<file path="config.mk">
export PLATFORM = sky130hd
export DESIGN_NAME = cte_ram
export DESIGN_NICKNAME = d
export VERILOG_FILES = /design/src/hdl/cte_ram.sv
export SDC_FILE = /design/constraint.sdc
export NUM_CORES = 1
export LEC_CHECK = 0
export ABC_AREA = 1
export BUFFER_PORTS_ARGS = -buffer_cell sky130_fd_sc_hd__buf_4
export CAP_MARGIN = 20
export CORE_MARGIN = 8
export CORE_UTILIZATION = 60
export DETAILED_ROUTE_END_ITERATION = 16
export PLACE_DENSITY = 0.78
export SLEW_MARGIN = 10
export SYNTH_ARGS = -nofsm -noshare
export SYNTH_HDL_FRONTEND = slang
export SYNTH_SLANG_ARGS = --single-unit
</file>
<file path="constraint.sdc">
create_clock -name clk -period 1.3 [get_ports clk]
set_input_delay 0.13 -clock clk [delete_from_list [all_inputs] [get_ports clk]]
set_output_delay 0.13 -clock clk [all_outputs]
set_load 0.1 [all_outputs]
</file>
<file path="src/hdl/cte_ram.sv">
module cte_ram #(
    parameter int WIDTH = 8,
    parameter int DEPTH = 16
) (
    input  logic                     clk,
    input  logic                     we,
    input  logic [$clog2(DEPTH)-1:0] waddr,
    input  logic [WIDTH-1:0]         wdata,
    input  logic [$clog2(DEPTH)-1:0] raddr,
    output logic [WIDTH-1:0]         rdata
);

    logic [WIDTH-1:0] mem [DEPTH];

    always_ff @(posedge clk)
    begin
        if (we)
        begin
            mem[waddr] <= wdata;
        end
        rdata <= mem[raddr];
    end

endmodule
</file>
==> impl_summary.md <==
Logic synthesis
The number of unique standard cell types used by synthesis is 12. The area share of the largest cell type after synthesis is 66.7%. The number of nets produced by synthesis is 569.

The area of the mapped netlist is 0.00577 mm². The total number of yosys warnings is 0. The synthesized netlist cell count is 551. The largest total area in the synthesized netlist belongs to edfxtp_1. The sequential-to-total area share from yosys stat is 69.4%. The mean post-synth cell area is 10.5 µm². After synthesis, the cell types taking the most area are edfxtp_1 67%, nand2_1 11%, nand3_1 8.4%, inv_1 6.5%, dfxtp_1 2.8%. Counting flops and latches in the post-synthesis netlist gives 136.

Clocking
The CTS clock-pin slew for the worst setup and hold paths is 0.06 ns. Clock latency on the worst-skew pair, taken at its later pin, is 0.50 ns. The post-CTS setup buffer count is 0. The buffer cell driving the clock tree root is clkbuf_8.

The maximum count of clock buffers along a single path is 2. TritonCTS created 17 clock buffers. The number of H-tree levels is 4. The clock sink count is 136. The clock tree from TritonCTS is built.

Setup path
The library cell contributing the largest single delay on the critical path is dfxtp_1. The path depth of the worst reg2reg path is 6. Data on the critical path is required at its endpoint by 1.17 ns. For this run, the slowest stage of the critical path takes 0.38 ns. STA classifies the critical path startpoint as a register. Along the worst path, the maximum fanout reaches 1.

Traced cell by cell, the critical path runs through buf_6. The sort of element at the end of the critical path is an output port. The data arrival time at the worst-slack endpoint is 1.14 ns. The cell family contributing the most delay on the critical path is flip-flops. The total stage count of the critical path is 1. The worst setup path is of the register to output port kind.

The buffering stage count on the worst path with inverters included is 1.

Floorplan
Pin placement for this block handled 26 I/O pins. The die covers 0.0130 mm². The width of the die is 114 µm.

The die is 114 µm tall. The count of standard-cell rows is 35. The initial utilization of the core area, before any placement, comes to 62.1%. The area of the core is 0.00928 mm².

Pwr
The leakage power figure is 3.00 nW. The share of total power in combinational logic is 8.4%. The power density normalized to cell area is 1530 mW/mm². VDD sags by at most 957 µV. The reported net switching power is 2.47 mW. Net switching is 23.4% of the power.

Cell internal power was estimated by the tool at 8.07 mW. Per report_power, the sequential group accounts for 46.8% of the total. The power share of the clock group is 44.8%.

Timing
The worst path meets setup with 0.0330 ns of slack. Between clock sinks in the finished design, the worst skew comes to 0.00341 ns. Setup repair after global routing left no endpoint under its margin. The smallest clock period supported by the final layout is computed as 1.27 ns. Summed over all failing endpoints, the final setup total negative slack is 0 ns. The normalized max-slew margin is 81.2%. For the pin with the worst max-slew slack, the measured transition is 0.282 ns. The total count of hold-check failures in the final report was 0.

The maximum achievable frequency is 0.789 GHz. The count of endpoints failing setup in the final report is 0. The number of max-slew violations in the final report came to 0.

The ratio of final minimum period to clock period is 97.5%.

Cells and area
Compared with the post-synthesis result, the final layout area differs by 19.2%. The number of cells in the finished layout apart from fillers is 746. After the last flow step, the layout net total stands at 622. 0 antenna diodes ended up in the layout. The share of final-layout standard cells stronger than drive strength 1 is 13.3%.

Global route
For this run the aggregate overflow at the end of global routing stands at 0. The number of antenna violations at the first check in global routing is 0. Global routing used 21.2% of the available tracks across all layers. The number of global-route vias before repair came to 4,041. The maximum number of pins on one net before global-route repair is 65. The global-route wire length before repair is 20,500 µm.

Routing
The sum of routed wire length over all layers is 13,000 µm. The via count is 4,004. The remaining routing DRC violations is 0.

The detailed-routing iteration count for the pre-antenna-repair pass is 5. The average routed wire per standard cell is 17.4 µm. The detail route stage leaves a number of antenna-violating nets equal to 0. The initial detailed-routing violation count is 440. In the routed layout, each cell is associated on average with a via count of 5.37.

Placed design
The count of buffers from port buffering is 25. Timing analysis after detailed placement gives a worst setup slack of 0.126 ns. The number of cells after detailed placement is 705. The post-detailed-placement half-perimeter wirelength is 7870 µm.

The final estimated routing congestion in global placement is 0.911.

Min path
The path class of the tightest hold or removal check is input port to register. Along the worst hold path, the cell count comes to 4.

Run
Max-cap violations in this run came to 0.

Status
The run finished with clean final reports.
state kept, by name (all words and copies together) (netlist names):
register,cells
mem,128
rdata,8
worst reg2reg max path, cell delays in order, from the launching register on:
cell and delay (ns):
edfxtp_1 0.37, nand2_1 0.10, nand2_1 0.06, nand2_1 0.06
nand3_1 0.13, nand3_1 0.14, nand2_1 0.07
metrics by stage:
| stage | util (%) | total power [mW] | cell area, µm² | hold WS (ns) |
|---|---|---|---|---|
| after floorplan | - | 5.57 | 5770 | 0.229 |
| after global placement | 66.6 | 5.86 | 6180 | 0.460 |
| after detailed placement | 66.6 | 5.87 | 6180 | 0.455 |
| after CTS | 73.9 | 10.6 | 6860 | 0.00211 |
| after global routing | 74.0 | 10.8 | 6870 | 0.0105 |
| final | 74.0 | 10.5 | 6870 | 0.0230 |
power groups by stage:
stage	combinational, mW	clock [mW]	sequential (mW)
6_report	0.882	4.72	4.94
3_3_place_gp	0.834	0	5.02
5_1_grt	0.946	4.94	4.94
3_5_place_dp	0.843	0	5.03
2_1_floorplan	0.346	0	5.22
4_1_cts	0.878	4.74	4.94
cell type report:
cell class | instances | area [µm²]
Clock buffer | 17 | 414
Inverter | 102 | 383
Tap cell | 129 | 161
Fill cell | 629 | 2410
Clock inverter | 15 | 178
Sequential cell | 136 | 4000
Multi-Input combinational cell | 289 | 1210
Timing Repair Buffer | 58 | 519
repair_timing:
action	CTS	global route
endpoints found under the hold margin	118	9
gates resized for setup	2	1
endpoints found under the setup margin	2	1
hold buffers	8	1
cloned	0	0
per-layer routing:
layer / GRT usage [%] / part of all wire, % / up-vias / wire length, µm
li1: - / - / 1879 / -
met1: 25.1 / 40 / 1918 / 5150
met5: 0 / 0 / - / 0
met2: 35.9 / 51 / 180 / 6660
met4: 10.3 / 2.7 / 0 / 352
met3: 4.54 / 6.3 / 27 / 818
cells by family after synthesis:
family	count (synthesis)	synth area share, %
AND/OR/NAND/NOR	289	21.0
flip-flops	136	69.4
buffers and inverters	126	9.52
cells in the mapped netlist:
cell type  number
buf_1           1
buf_2          13
buf_4           4
buf_6           6
dfxtp_1         8
edfxtp_1      128
inv_1         100
inv_2           2
nand2_1       173
nand3_1        97
nand3b_1        2
nor2_1         17
placed cells by master (no fill, tap or decap), types with 8 or more instances in the layout:
cell,Yosys,final
dfxtp_1,8,8
nand3_1,97,97
dlygate4sd3_1,0,9
nand2_1,173,173
buf_4,4,42
inv_1,100,100
nor2_1,17,17
edfxtp_1,128,128
clkbuf_16,0,16
final timing paths:
kind	startpoint	to	slack (ns)
setup / recovery	rdata[1]$_DFF_P_	rdata[1]	0.03
setup reg to reg	mem[2][5]$_DFFE_PP_	rdata[5]$_DFF_P_	0.27
hold reg to reg	mem[10][7]$_DFFE_PP_	rdata[7]$_DFF_P_	0.66
hold / removal	raddr[2]	rdata[5]$_DFF_P_	0.02
(Power assumes the default switching activity.)
